File: src/rtl/tga_dec_pkg.sv
`timescale 1ns / 1ps
// ----------------------------------------------------------------------------
// tga_dec_pkg
// Types and constants shared by the TGA true-color stream decoder files.
// ----------------------------------------------------------------------------
package tga_dec_pkg;

  typedef enum logic [1:0] {
    PH_HEADER = 2'd0,
    PH_ID     = 2'd1,
    PH_PIXELS = 2'd2,
    PH_IDLE   = 2'd3
  } phase_e;

  typedef enum logic [1:0] {
    ERR_NONE     = 2'd0,
    ERR_TYPE     = 2'd1,
    ERR_BPP      = 2'd2,
    ERR_R_TO_L   = 2'd3
  } err_e;

  // header byte positions
  localparam logic [4:0] HDR_ID_LEN   = 5'd0;
  localparam logic [4:0] HDR_TYPE     = 5'd2;
  localparam logic [4:0] HDR_WIDTH_LO = 5'd12;
  localparam logic [4:0] HDR_WIDTH_HI = 5'd13;
  localparam logic [4:0] HDR_HEIGHT_LO = 5'd14;
  localparam logic [4:0] HDR_HEIGHT_HI = 5'd15;
  localparam logic [4:0] HDR_BPP      = 5'd16;
  localparam logic [4:0] HDR_ATTR     = 5'd17;

  localparam logic [7:0] TYPE_TRUECOLOR = 8'd2;
  localparam logic [7:0] BPP_24 = 8'd24;
  localparam logic [7:0] BPP_32 = 8'd32;
  localparam int unsigned ATTR_R_TO_L_BIT = 4;  // 0x10
  localparam int unsigned ATTR_T_TO_B_BIT = 5;  // 0x20

  // result word layout
  localparam int unsigned OUT_W = 72;

  typedef struct packed {
    logic [4:0]  pad;
    logic [15:0] row;
    logic [15:0] column;
    logic        has_alpha;
    logic [7:0]  alpha;
    logic [7:0]  blue;
    logic [7:0]  green;
    logic [7:0]  red;
    logic [1:0]  error_code;
  } result_t;

endpackage

File: src/rtl/tga_truecolor_stream_decoder.sv
`timescale 1ns / 1ps
// ----------------------------------------------------------------------------
// tga_truecolor_stream_decoder
// Byte-stream decoder for uncompressed true-color TGA files.
// ----------------------------------------------------------------------------
// Takes one file byte per word and one byte per cycle while the result word
// is not held by a low m_axis_tready_i; an accepted byte passes the input
// register, then the per-byte header/pixel state update into the result
// register. tuser high marks the first byte of a file and restarts the
// parse. Pixel words carry RGB(A), column and destination row with tlast on
// the final pixel; a rejected file gives one word with tuser high and the
// error code, then the block drops bytes until the next first byte.
module tga_truecolor_stream_decoder
  import tga_dec_pkg::*;
(
  input  logic              clk_i,
  input  logic              rst_ni,
  input  logic              s_axis_tvalid_i,
  output logic              s_axis_tready_o,
  input  logic [7:0]        s_axis_tdata_i,   // data_byte[7:0]
  input  logic              s_axis_tuser_i,   // first_byte
  output logic              m_axis_tvalid_o,
  input  logic              m_axis_tready_i,
  output logic [OUT_W-1:0]  m_axis_tdata_o,   // error_code[1:0], red[9:2],
                                              // green[17:10], blue[25:18],
                                              // alpha[33:26], has_alpha[34],
                                              // column[50:35], row[66:51],
                                              // zero pad[71:67]
  output logic              m_axis_tuser_o,   // kind
  output logic              m_axis_tlast_o    // last_pixel
);

  // input register
  logic       in_valid_q, in_valid_d;
  logic [7:0] in_byte_q;
  logic       in_first_q;

  // parse state
  phase_e      phase_q, phase_d, phase_eff;
  logic [4:0]  hcnt_q, hcnt_d, hcnt_eff;
  logic [7:0]  id_len_q, id_len_d;
  logic [7:0]  id_rem_q, id_rem_d;
  logic [7:0]  img_type_q, img_type_d;
  logic [15:0] width_q, width_d;
  logic [15:0] height_q, height_d;
  logic [7:0]  bpp_q, bpp_d;
  logic [7:0]  attr_q, attr_d;
  logic [1:0]  bip_q, bip_d;
  logic [23:0] hold_q, hold_d;
  logic [15:0] col_q, col_d;
  logic [15:0] frow_q, frow_d;

  // result register
  logic    out_valid_q, out_valid_d;
  result_t out_q, out_d;
  logic    kind_q, kind_d;
  logic    last_q, last_d;

  logic advance, fire, s_accept;
  logic emit, emit_err;
  err_e err;
  logic four, last_byte, col_end, row_end, dims_zero;
  logic [15:0] rowv;

  assign advance  = !out_valid_q || m_axis_tready_i;
  assign fire     = in_valid_q && advance;
  assign s_accept = s_axis_tvalid_i && s_axis_tready_o;
  assign s_axis_tready_o = !in_valid_q || advance;

  assign phase_eff = in_first_q ? PH_HEADER : phase_q;
  assign hcnt_eff  = in_first_q ? 5'd0 : hcnt_q;

  assign four      = (bpp_q == BPP_32);
  assign last_byte = (bip_q == (four ? 2'd3 : 2'd2));
  assign col_end   = (col_q == width_q - 16'd1);
  assign row_end   = (frow_q == height_q - 16'd1);
  assign rowv      = attr_q[ATTR_T_TO_B_BIT] ? (height_q - 16'd1 - frow_q) : frow_q;
  assign dims_zero = (width_q == 16'd0) || (height_q == 16'd0);

  always_comb begin
    if (img_type_q != TYPE_TRUECOLOR) begin
      err = ERR_TYPE;
    end else if (bpp_q != BPP_24 && bpp_q != BPP_32) begin
      err = ERR_BPP;
    end else if (in_byte_q[ATTR_R_TO_L_BIT]) begin
      err = ERR_R_TO_L;
    end else begin
      err = ERR_NONE;
    end
  end

  // next phase
  always_comb begin
    phase_d = phase_q;
    if (fire) begin
      phase_d = phase_eff;
      case (phase_eff)
        PH_HEADER: begin
          if (hcnt_eff == HDR_ATTR) begin
            if (err != ERR_NONE) begin
              phase_d = PH_IDLE;
            end else if (id_len_q != 8'd0) begin
              phase_d = PH_ID;
            end else begin
              phase_d = dims_zero ? PH_IDLE : PH_PIXELS;
            end
          end
        end
        PH_ID: begin
          if (id_rem_q == 8'd1) begin
            phase_d = dims_zero ? PH_IDLE : PH_PIXELS;
          end
        end
        PH_PIXELS: begin
          if (last_byte && col_end && row_end) begin
            phase_d = PH_IDLE;
          end
        end
        default: phase_d = phase_eff;
      endcase
    end
  end

  // datapath and results
  always_comb begin
    hcnt_d     = hcnt_q;
    id_len_d   = id_len_q;
    id_rem_d   = id_rem_q;
    img_type_d = img_type_q;
    width_d    = width_q;
    height_d   = height_q;
    bpp_d      = bpp_q;
    attr_d     = attr_q;
    bip_d      = bip_q;
    hold_d     = hold_q;
    col_d      = col_q;
    frow_d     = frow_q;
    emit       = 1'b0;
    emit_err   = 1'b0;
    out_d      = '0;
    kind_d     = 1'b0;
    last_d     = 1'b0;
    if (fire) begin
      hcnt_d = hcnt_eff;
      case (phase_eff)
        PH_HEADER: begin
          hcnt_d = hcnt_eff + 5'd1;
          case (hcnt_eff)
            HDR_ID_LEN:    id_len_d = in_byte_q;
            HDR_TYPE:      img_type_d = in_byte_q;
            HDR_WIDTH_LO:  width_d[7:0] = in_byte_q;
            HDR_WIDTH_HI:  width_d[15:8] = in_byte_q;
            HDR_HEIGHT_LO: height_d[7:0] = in_byte_q;
            HDR_HEIGHT_HI: height_d[15:8] = in_byte_q;
            HDR_BPP:       bpp_d = in_byte_q;
            HDR_ATTR: begin
              attr_d   = in_byte_q;
              id_rem_d = id_len_q;
              bip_d    = 2'd0;
              col_d    = 16'd0;
              frow_d   = 16'd0;
              if (err != ERR_NONE) begin
                emit_err = 1'b1;
              end
            end
            default: hcnt_d = hcnt_eff + 5'd1;
          endcase
        end
        PH_ID: begin
          id_rem_d = id_rem_q - 8'd1;
          bip_d    = 2'd0;
          col_d    = 16'd0;
          frow_d   = 16'd0;
        end
        PH_PIXELS: begin
          if (!last_byte) begin
            case (bip_q)
              2'd0:    hold_d[7:0]   = in_byte_q;
              2'd1:    hold_d[15:8]  = in_byte_q;
              default: hold_d[23:16] = in_byte_q;
            endcase
            bip_d = bip_q + 2'd1;
          end else begin
            emit  = 1'b1;
            bip_d = 2'd0;
            if (!col_end) begin
              col_d = col_q + 16'd1;
            end else if (!row_end) begin
              col_d  = 16'd0;
              frow_d = frow_q + 16'd1;
            end
          end
        end
        default: hcnt_d = hcnt_eff;
      endcase
    end
    if (emit_err) begin
      kind_d           = 1'b1;
      out_d.error_code = err;
    end else if (emit) begin
      out_d.red       = four ? hold_q[23:16] : in_byte_q;
      out_d.green     = hold_q[15:8];
      out_d.blue      = hold_q[7:0];
      out_d.alpha     = four ? in_byte_q : 8'd0;
      out_d.has_alpha = four;
      out_d.column    = col_q;
      out_d.row       = rowv;
      last_d          = col_end && row_end;
    end
  end

  always_comb begin
    in_valid_d = in_valid_q;
    if (s_accept) begin
      in_valid_d = 1'b1;
    end else if (advance) begin
      in_valid_d = 1'b0;
    end
    out_valid_d = out_valid_q;
    if (advance) begin
      out_valid_d = emit || emit_err;
    end
  end

  always_ff @(posedge clk_i or negedge rst_ni) begin
    if (!rst_ni) begin
      in_valid_q  <= 1'b0;
      out_valid_q <= 1'b0;
      phase_q     <= PH_HEADER;
      hcnt_q      <= 5'd0;
      id_len_q    <= 8'd0;
      id_rem_q    <= 8'd0;
      img_type_q  <= 8'd0;
      width_q     <= 16'd0;
      height_q    <= 16'd0;
      bpp_q       <= 8'd0;
      attr_q      <= 8'd0;
      bip_q       <= 2'd0;
      col_q       <= 16'd0;
      frow_q      <= 16'd0;
    end else begin
      in_valid_q  <= in_valid_d;
      out_valid_q <= out_valid_d;
      phase_q     <= phase_d;
      hcnt_q      <= hcnt_d;
      id_len_q    <= id_len_d;
      id_rem_q    <= id_rem_d;
      img_type_q  <= img_type_d;
      width_q     <= width_d;
      height_q    <= height_d;
      bpp_q       <= bpp_d;
      attr_q      <= attr_d;
      bip_q       <= bip_d;
      col_q       <= col_d;
      frow_q      <= frow_d;
    end
  end

  always_ff @(posedge clk_i) begin
    if (s_accept) begin
      in_byte_q  <= s_axis_tdata_i;
      in_first_q <= s_axis_tuser_i;
    end
    hold_q <= hold_d;
    if (advance) begin
      out_q  <= out_d;
      kind_q <= kind_d;
      last_q <= last_d;
    end
  end

  assign m_axis_tvalid_o = out_valid_q;
  assign m_axis_tdata_o  = out_q;
  assign m_axis_tuser_o  = kind_q;
  assign m_axis_tlast_o  = last_q;

endmodule

File: config.mk
export PLATFORM = sky130hd
export DESIGN_NAME = tga_truecolor_stream_decoder
export DESIGN_NICKNAME = d
export VERILOG_FILES = /design/src/rtl/tga_dec_pkg.sv /design/src/rtl/tga_truecolor_stream_decoder.sv
export SDC_FILE = /design/constraint.sdc
export NUM_CORES = 1
export LEC_CHECK = 0
export ABC_AREA = 1
export BUFFER_PORTS_ARGS = -buffer_cell sky130_fd_sc_hd__buf_2
export CAP_MARGIN = 40
export CORE_ASPECT_RATIO = 1.4
export CORE_MARGIN = 5
export CORE_UTILIZATION = 35
export DETAILED_ROUTE_END_ITERATION = 6
export PLACE_DENSITY = 0.65
export SLEW_MARGIN = 40
export SYNTH_ARGS = -nofsm -noshare
export SYNTH_HDL_FRONTEND = slang
export SYNTH_SLANG_ARGS = --single-unit
File: constraint.sdc
create_clock -name clk_i -period 2.9 [get_ports clk_i]
set_input_delay 0.725 -clock clk_i [delete_from_list [all_inputs] [get_ports clk_i]]
set_output_delay 0.725 -clock clk_i [all_outputs]
set_load 0.05 [all_outputs]
==> impl_summary.txt, run 1 <==
----------------------------------------------------
[STA]
  RSZ-0062 raised after global routing ... true
  Highest achievable clock rate ... 360 MHz
  Setup skew after layout ... 0.0229 ns
  Hold_ws ... 0.132 ns
  Least setup slack across all paths after layout ... 0.121 ns
  Worst Tran Pin Value ... 0.696 ns
  Minimum clock period after layout ... 2.78 ns
  Setup violations, final ... 0
  Final worst-path cycle share ... 95.8%
  Number of hold violations in the final report ... 0
  Final-report max-slew violation count ... 0
  Relative max-transition margin ... 53.6%

[Logic synthesis]
  Number of enable flip-flop cells after synthesis ... 102
  Seq/Total Area, Yosys ... 50.1%
  Per-instance average area after synthesis ... 8.53 sq um
  YS warnings ... 0
  Number of cells produced by synthesis ... 1348
  Area fraction of the dominant cell type after synthesis ... 26.6%
  Async set-reset flop share out of synthesis ... 51.4%
  Most used flip-flop cell after synthesis ... sky130_fd_sc_hd__dfrtp_1
  Post-Synthesis Cell Area ... 0.0115 sq mm
  Cell taking the most area after synthesis ... sky130_fd_sc_hd__edfxtp_1
  Synth cell types ... 55
  Synthesis-stage register bit count ... 210
  Leading post-synthesis cells by cell area ... sky130_fd_sc_hd__edfxtp_1 27%, sky130_fd_sc_hd__dfrtp_1 24%, sky130_fd_sc_hd__nand2_1 10%, sky130_fd_sc_hd__nor2_1 5.3%, sky130_fd_sc_hd__inv_1 5.1%

[Layout]
  Flip-flop and latch area ... 0.00577 sq mm
  Cell area after layout ... 0.0134 sq mm
  Area taken by multi-input logic gates ... 0.00499 sq mm
  Fill count ... 3262
  Layout cells sized above 1 ... 16.3%
  Synth-to-layout area growth ... 16.7%
  Count of inserted antenna diode cells ... 0
  Post-layout nets ... 1498

[Critical path]
  Most frequent cell on the critical path ... sky130_fd_sc_hd__nand2_1
  Cell at the slowest stage of the critical path ... sky130_fd_sc_hd__dfrtp_1
  Crit path cell chain ... buf_4 -> nor3_4 -> inv_1 -> nor2_2 -> nand2_1 -> xnor2_1 -> ha_1 -> nand2_1 -> inv_1 -> nand4_1 -> nor2_2 -> nand3_2 -> nand2_8 -> inv_6 -> nand2_8 -> nand2_1 -> nand2_1
  Critical path's top delay family ... simple AND/OR/NAND/NOR gates
  Highest cell delay on the worst timing path ... 0.40 ns
  Required time of the critical path ... 3.36 ns
  WS Path Type ... flip-flop to flip-flop
  WP data arrival ... 3.24 ns
  Crit path launch ... height_q[0]$_DFFE_PN0P_
  Worst setup endpoint ... frow_q[3]$_DFFE_PN0P_
  Worst setup SP type ... flip-flop
  Reg2Reg Launch Point ... height_q[0]$_DFFE_PN0P_
  Critical Path Stages ... 17
  CP Buf/Inv Count ... 4
  Register-to-register setup slack ... 0.12 ns
  R2r endpoint ... frow_q[3]$_DFFE_PN0P_
  Maximum fanout count along the critical path ... 17
  Number of cells on the worst reg-to-reg path ... 17
  Critical path capture point type ... flip-flop

[Die]
  Initial core utilization ... 35.5%
  Die width ... 163 um
  Number of core rows ... 78
  Number of placed I/O pins ... 89
  Chip Height ... 224 um
  Area of the placeable core ... 0.0324 sq mm
  Die footprint ... 0.0366 sq mm

[Power]
  Clock share of power ... 40.1%
  Cell-internal power ... 5.18 mW
  Switching share of power ... 27.2%
  Power density of the placed cells ... 531 mW/mm^2
  VDD IR-drop max ... 0.376 mV
  Final total power ... 7.12 mW
  Seq pwr share ... 48.7%
  Switching power ... 1.94 mW
  Leak pwr ... 6.34 nW
  Share of power burned in combinational logic ... 11.2%

[Run]
  Max capacitance violation total ... 0

[Place]
  Cell area after placement ... 0.0125 sq mm
  RD Place Congestion ... 0.910
  Quantity of I/O buffers inserted on ports ... 83
  HPWL after DPL ... 21600 um
  Worst-case setup slack after placement ... -0.128 ns

[Global routing]
  Total congestion overflow ... 0
  Largest net degree at the start of global routing ... 70
  Antenna violations before repair ... 0
  Wire length of the first global-routing pass ... 46800 um
  Number of global-route vias before repair ... 9049
  Total GRT Usage ... 15.8%

[Clocking]
  CTS Root Buffer Type ... sky130_fd_sc_hd__clkbuf_16
  Clock latency on the worst-skew pair ... 0.53 ns
  Maximum count of clock buffers along a single path ... 3
  Clock Sink Count ... 210
  Total clock buffers created by CTS ... 22
  TritonCTS clock tree ... done
  Clock-pin slew reported for the worst setup and hold paths after clock tree synthesis ... 0.06 ns
  Hold buffer count at cts ... 0
  CTS H-tree depth ... 1

[Route]
  Routed Wire Length ... 29400 um
  DRC errors left ... 0
  Remaining antenna violation count ... 0
  Number of vias after detailed routing ... 9154
  Length of the first detailed-routing pass in iterations ... 5
  Via-to-Cell Ratio ... 4.79
  Average wire per standard cell ... 15.4 um
  Detailed router's first-iteration violation count ... 508

[Status]
  Outcome ... completed

[Worst hold path]
  Hold WC Path Type ... primary input to asynchronous set/reset pin

----------------------------------------------------
per-layer routing:
metal | part of all wire, % | up-vias | track usage (%) | routed length [um]
met5 | 0 | - | 0 | 0
met4 | 3.6 | 0 | 6.55 | 1070
met3 | 3.8 | 65 | 1.83 | 1120
met2 | 51 | 186 | 28.7 | 15100
met1 | 41 | 4299 | 19.0 | 12100
li1 | - | 4604 | - | -
layout by cell type (no fill, tap or decap), types with 3 or more instances in the layout:
master / count
sky130_fd_sc_hd__conb_1: 5
sky130_fd_sc_hd__inv_2: 12
sky130_fd_sc_hd__edfxtp_1: 102
sky130_fd_sc_hd__a211oi_1: 5
sky130_fd_sc_hd__xor2_1: 44
sky130_fd_sc_hd__nand2_2: 17
sky130_fd_sc_hd__xnor2_1: 19
sky130_fd_sc_hd__o21bai_1: 3
sky130_fd_sc_hd__nand3b_1: 6
sky130_fd_sc_hd__clkinv_2: 5
sky130_fd_sc_hd__o21ai_0: 86
sky130_fd_sc_hd__clkbuf_16: 23
sky130_fd_sc_hd__nand4_1: 21
sky130_fd_sc_hd__dfrtp_1: 108
sky130_fd_sc_hd__or2_1: 3
sky130_fd_sc_hd__buf_12: 3
sky130_fd_sc_hd__clkinv_1: 5
sky130_fd_sc_hd__ha_1: 26
sky130_fd_sc_hd__nor2_1: 157
sky130_fd_sc_hd__inv_6: 4
sky130_fd_sc_hd__nor2_4: 4
sky130_fd_sc_hd__a21oi_2: 3
sky130_fd_sc_hd__buf_4: 32
sky130_fd_sc_hd__nand2_4: 4
sky130_fd_sc_hd__buf_2: 82
sky130_fd_sc_hd__or2_2: 3
sky130_fd_sc_hd__a21o_1: 4
sky130_fd_sc_hd__nand2_8: 3
sky130_fd_sc_hd__nor3_1: 22
sky130_fd_sc_hd__nor2_2: 16
sky130_fd_sc_hd__nor4_1: 10
sky130_fd_sc_hd__nand3_1: 95
sky130_fd_sc_hd__clkbuf_8: 3
sky130_fd_sc_hd__nand3_2: 4
sky130_fd_sc_hd__inv_1: 155
sky130_fd_sc_hd__a21oi_1: 32
sky130_fd_sc_hd__nand2_1: 307
worst min-delay path by stage:
stage,cells after the start,start,slack (ns),end
6_report,1,rst_ni,0.13,hcnt_q[0]$_DFFE_PN0P_
2_1_floorplan,0,rst_ni,0.43,attr_q[5]$_DFFE_PN0P_
4_1_cts,1,rst_ni,0.13,hcnt_q[3]$_DFFE_PN0P_
3_5_place_dp,2,bpp_q[0]$_DFFE_PN0P_,0.47,bpp_q[0]$_DFFE_PN0P_
5_1_grt,1,rst_ni,0.15,hcnt_q[0]$_DFFE_PN0P_
3_3_place_gp,2,bpp_q[6]$_DFFE_PN0P_,0.46,bpp_q[6]$_DFFE_PN0P_
worst reg2reg max path, cell delays in order, from the launching register on:
cell	delay, ns
sky130_fd_sc_hd__dfrtp_1	0.40
sky130_fd_sc_hd__buf_4	0.16
sky130_fd_sc_hd__nor3_4	0.17
sky130_fd_sc_hd__inv_1	0.10
sky130_fd_sc_hd__nor2_2	0.13
sky130_fd_sc_hd__nand2_1	0.08
sky130_fd_sc_hd__xnor2_1	0.15
sky130_fd_sc_hd__ha_1	0.37
sky130_fd_sc_hd__nand2_1	0.08
sky130_fd_sc_hd__inv_1	0.11
sky130_fd_sc_hd__nand4_1	0.15
sky130_fd_sc_hd__nor2_2	0.17
sky130_fd_sc_hd__nand3_2	0.14
sky130_fd_sc_hd__nand2_8	0.13
sky130_fd_sc_hd__inv_6	0.08
sky130_fd_sc_hd__nand2_8	0.15
sky130_fd_sc_hd__nand2_1	0.07
sky130_fd_sc_hd__nand2_1	0.07
state kept, by name, indices dropped and copies added, names as in the netlist, 2 cells and up:
signal          cells
m_axis_tdata_o     67
hold_q             24
col_q              16
frow_q             16
height_q           16
width_q            16
bpp_q               8
id_len_q            8
id_rem_q            8
img_type_q          8
in_byte_q           8
hcnt_q              5
bip_q               2
phase_q             2
synthesized netlist by cell type, types with 3 or more instances:
cell and number:
sky130_fd_sc_hd__nand2_2 15, sky130_fd_sc_hd__inv_1 155, sky130_fd_sc_hd__nand2_1 309, sky130_fd_sc_hd__buf_2 5, sky130_fd_sc_hd__clkbuf_1 18, sky130_fd_sc_hd__a21oi_1 34
sky130_fd_sc_hd__nand4_1 21, sky130_fd_sc_hd__nand2_4 4, sky130_fd_sc_hd__a21o_1 4, sky130_fd_sc_hd__buf_4 10, sky130_fd_sc_hd__inv_2 13, sky130_fd_sc_hd__xor2_1 46
sky130_fd_sc_hd__or2_1 3, sky130_fd_sc_hd__o21ai_0 87, sky130_fd_sc_hd__xnor2_1 19, sky130_fd_sc_hd__nand2_8 3, sky130_fd_sc_hd__nor2_4 4, sky130_fd_sc_hd__o21bai_1 4
sky130_fd_sc_hd__edfxtp_1 102, sky130_fd_sc_hd__a211oi_1 5, sky130_fd_sc_hd__dfrtp_1 108, sky130_fd_sc_hd__nor2_2 12, sky130_fd_sc_hd__or2_2 3, sky130_fd_sc_hd__ha_1 28
sky130_fd_sc_hd__nor2_1 161, sky130_fd_sc_hd__nor3_1 23, sky130_fd_sc_hd__nand3_1 97, sky130_fd_sc_hd__nand3b_1 6, sky130_fd_sc_hd__nor4_1 12
cells by family after synthesis:
group | Yosys count | synth area share (%)
xor gates and xnor gates | 65 | 4.95
AOI/OAI and AO/OA | 151 | 7.39
adders and majority gates | 29 | 3.22
and+or+nand+nor | 681 | 26.7
other | 1 | 0.0326
buffers and inverters | 211 | 7.60
DFF | 210 | 50.1
timing repair:
item                                   4_1_cts  5_1_grt
setup endpoints to repair                   31       39
endpoints found under the hold margin        0        0
gates resized for setup                      5       20
buffers inserted                             2        5
pin swaps                                    3       12
per-stage QoR:
| step | util (%) | TNS [ns] | cells |
|---|---|---|---|
| 2_1_floorplan | - | 0 | 1352 |
| 3_3_place_gp | 38.7 | -0.112 | 1865 |
| 3_5_place_dp | 38.7 | -0.771 | 1865 |
| 4_1_cts | 41.0 | -0.00722 | 1906 |
| 5_1_grt | 41.4 | -0.264 | 1911 |
| 6_report | 41.4 | 0 | 1911 |
area by class of cell:
type	instances	share of cell area, %
multi-input cells	931	37.2
flip-flops and latches	210	43.0
repair buffers	118	5.38
well taps	440	4.10
inverters	173	4.94
clock inverters	13	0.811
clock buffers	26	4.60
power by group through the flow:
stage	clock network, mW	registers (mW)	logic, mW
after floorplan	0	3.59	0.479
after global placement	0	3.52	0.780
after detailed placement	0	3.53	0.805
after CTS	2.93	3.47	0.807
after global routing	3.03	3.49	0.900
final	2.85	3.47	0.799
Note: power is estimated with default switching activity, not from simulation.
==> inputs of run 2 (changes only) <==
- clock period: 2.9 -> 2.4 ns (I/O delays scaled with it)
==> run 2 against run 1 <==
Compared with the run above:
- the flow now finishes with violations (setup timing)
- largest power group unchanged
- clock skew about the same
- first-iteration DRC count increased by 5.1%
- core utilization increased by 4.3 points
- critical path type unchanged
==> impl_summary.txt, run 2 (same netlist as run 1, synthesis figures left out) <==
----------------------------------------------------
[Power]
  Leak pwr ... 7.01 nW
  Clock share of power ... 39.3%
  Power density of the placed cells ... 579 mW/mm^2
  Switching power ... 2.32 mW
  VDD IR-drop max ... 0.573 mV
  Switching share of power ... 27.1%
  Share of power burned in combinational logic ... 12.0%
  Final total power ... 8.58 mW
  Cell-internal power ... 6.26 mW
  Seq pwr share ... 48.8%

[STA]
  Hold_ws ... 0.0913 ns
  Number of hold violations in the final report ... 0
  Highest achievable clock rate ... 369 MHz
  Setup violations, final ... 46
  Least setup slack across all paths after layout ... -0.309 ns
  Minimum clock period after layout ... 2.71 ns
  Final-report max-slew violation count ... 0
  Final worst-path cycle share ... 113%
  Setup skew after layout ... 0.0232 ns
  RSZ-0062 raised after global routing ... true
  Relative max-transition margin ... 52.0%
  Worst Tran Pin Value ... 0.720 ns

[Route]
  Length of the first detailed-routing pass in iterations ... 5
  Via-to-Cell Ratio ... 4.84
  Average wire per standard cell ... 15.5 um
  Detailed router's first-iteration violation count ... 534
  Routed Wire Length ... 31200 um
  DRC errors left ... 0
  Number of vias after detailed routing ... 9751
  Remaining antenna violation count ... 0

[Layout]
  Most common cell after layout, fill and taps aside ... sky130_fd_sc_hd__nand2_1
  Flip-flop and latch area ... 0.00577 sq mm
  Flip-flop count of the largest register, all copies and words added ... 67
  Cell area after layout ... 0.0148 sq mm
  Layout cells sized above 1 ... 26.7%
  Synth-to-layout area growth ... 28.8%
  Final cell count without fillers ... 2016
  Count of inserted antenna diode cells ... 0
  Most frequent cells in the layout ... 285 x sky130_fd_sc_hd__nand2_1, 148 x sky130_fd_sc_hd__nor2_1, 144 x sky130_fd_sc_hd__inv_1
  Post-layout nets ... 1601
  Fill count ... 3133
  Area taken by multi-input logic gates ... 0.00551 sq mm

[Critical path]
  Critical path capture point type ... flip-flop
  Required time of the critical path ... 2.88 ns
  WS Path Type ... flip-flop to flip-flop
  Worst setup SP type ... flip-flop
  Maximum fanout count along the critical path ... 6
  WP data arrival ... 3.19 ns

[Place]
  RD Place Congestion ... 0.958
  Cell area after placement ... 0.0132 sq mm
  HPWL after DPL ... 22100 um
  Placed Cells ... 1946
  Quantity of I/O buffers inserted on ports ... 83

[Global routing]
  Largest net degree at the start of global routing ... 109
  Met1 track utilization from global routing ... 19.8%
  Antenna violations before repair ... 0
  Total GRT Usage ... 16.5%
  Total congestion overflow ... 0
  Wire length of the first global-routing pass ... 48900 um
  Most utilized layer in the global route result ... met2
  Routing usage on met2 ... 30.3%
  Number of global-route vias before repair ... 9478
  Met3 demand-to-capacity share in global routing ... 2.02%

[Clocking]
  CTS Root Buffer Type ... sky130_fd_sc_hd__clkbuf_16
  TritonCTS clock tree ... done
  Maximum count of clock buffers along a single path ... 3
  Clock-pin slew reported for the worst setup and hold paths after clock tree synthesis ... 0.06 ns
  Hold buffer count at cts ... 0
  Clock latency on the worst-skew pair ... 0.54 ns
  Total clock buffers created by CTS ... 23
  CTS H-tree depth ... 1
  Clock Sink Count ... 210

[Status]
  Failing checks ... setup timing
  Outcome ... complete, but fails checks

[Worst hold path]
  Hold WC Path Type ... primary input to asynchronous set/reset pin

[Run]
  Max capacitance violation total ... 0

[Die]
  Number of placed I/O pins ... 89
  Area of the placeable core ... 0.0324 sq mm
  Die footprint ... 0.0366 sq mm
  Initial core utilization ... 35.5%
  Die width ... 163 um
  Chip Height ... 224 um
  Number of core rows ... 78

----------------------------------------------------
## run 2: power by group through the flow
stage	sequential [mW]	combinational, mW	clock (mW)
after floorplan	4.34	0.586	0
after detailed placement	4.25	1.01	0
after global placement	4.24	0.987	0
final	4.18	1.03	3.37
after global routing	4.21	1.15	3.59
after CTS	4.18	1.03	3.46
## run 2: path summary, 6_finish.rpt
check                                     startpoint                         to  slack [ns]  depth (start not counted)
max                          height_q[2]$_DFFE_PN0P_      col_q[11]$_DFFE_PN0P_       -0.31                         15
min                                           rst_ni       bpp_q[0]$_DFFE_PN0P_        0.09                          2
max reg2reg                  height_q[2]$_DFFE_PN0P_      col_q[11]$_DFFE_PN0P_       -0.31                         15
min reg2reg                img_type_q[7]$_DFFE_PN0P_  img_type_q[7]$_DFFE_PN0P_        0.49                          2
max in group asynchronous                     rst_ni     frow_q[12]$_DFFE_PN0P_        1.78                          2
min in group clk_i                 s_axis_tdata_i[7]     in_byte_q[7]$_DFFE_PP_        0.23                          1
## run 2: stage by stage
step | TNS [ns] | util [%] | worst slack, ns
floorplan | -0.731 | - | -0.0390
global placement | -16.34 | 40.8 | -0.361
detailed placement | -20.00 | 40.8 | -0.416
CTS | -10.50 | 44.1 | -0.290
global route | -17.07 | 45.7 | -0.431
finish | -11.16 | 45.7 | -0.309
## run 2: per-layer routing
layer	vias to the layer above	part of all wire (%)	wire length [um]
met1	4648	40	12400
met4	0	3.5	1080
met2	227	53	16500
met3	75	3.8	1170
met5	-	0	0
li1	4801	-	-
## run 2: repair_timing
action                     4_1_cts  5_1_grt
resized for setup               55       92
setup endpoints to repair       55       54
gates cloned                     1        0
setup buffers                   12       16
pin swaps                       28       56
## run 2: layout make-up
cell class | instances | area share, %
repair buffers | 219 | 10.5
clock buffers | 33 | 4.42
inverters | 173 | 4.74
clock inverters | 9 | 0.406
flip-flops and latches | 210 | 39.0
multi-input cells | 932 | 37.2
well taps | 440 | 3.72
## run 2: critical path, cell delays in order (launching register included)
cell and delay (ns):
sky130_fd_sc_hd__dfrtp_2 0.43, sky130_fd_sc_hd__nor3_4 0.22, sky130_fd_sc_hd__inv_2 0.08, sky130_fd_sc_hd__buf_6 0.12, sky130_fd_sc_hd__nor3_4 0.14, sky130_fd_sc_hd__buf_4 0.14, sky130_fd_sc_hd__buf_6 0.10, sky130_fd_sc_hd__xor2_4 0.08
sky130_fd_sc_hd__ha_4 0.31, sky130_fd_sc_hd__nand4_1 0.21, sky130_fd_sc_hd__nor2_2 0.20, sky130_fd_sc_hd__nand3_2 0.15, sky130_fd_sc_hd__nand2_8 0.14, sky130_fd_sc_hd__buf_4 0.16, sky130_fd_sc_hd__nand3_1 0.08, sky130_fd_sc_hd__nand2_1 0.08
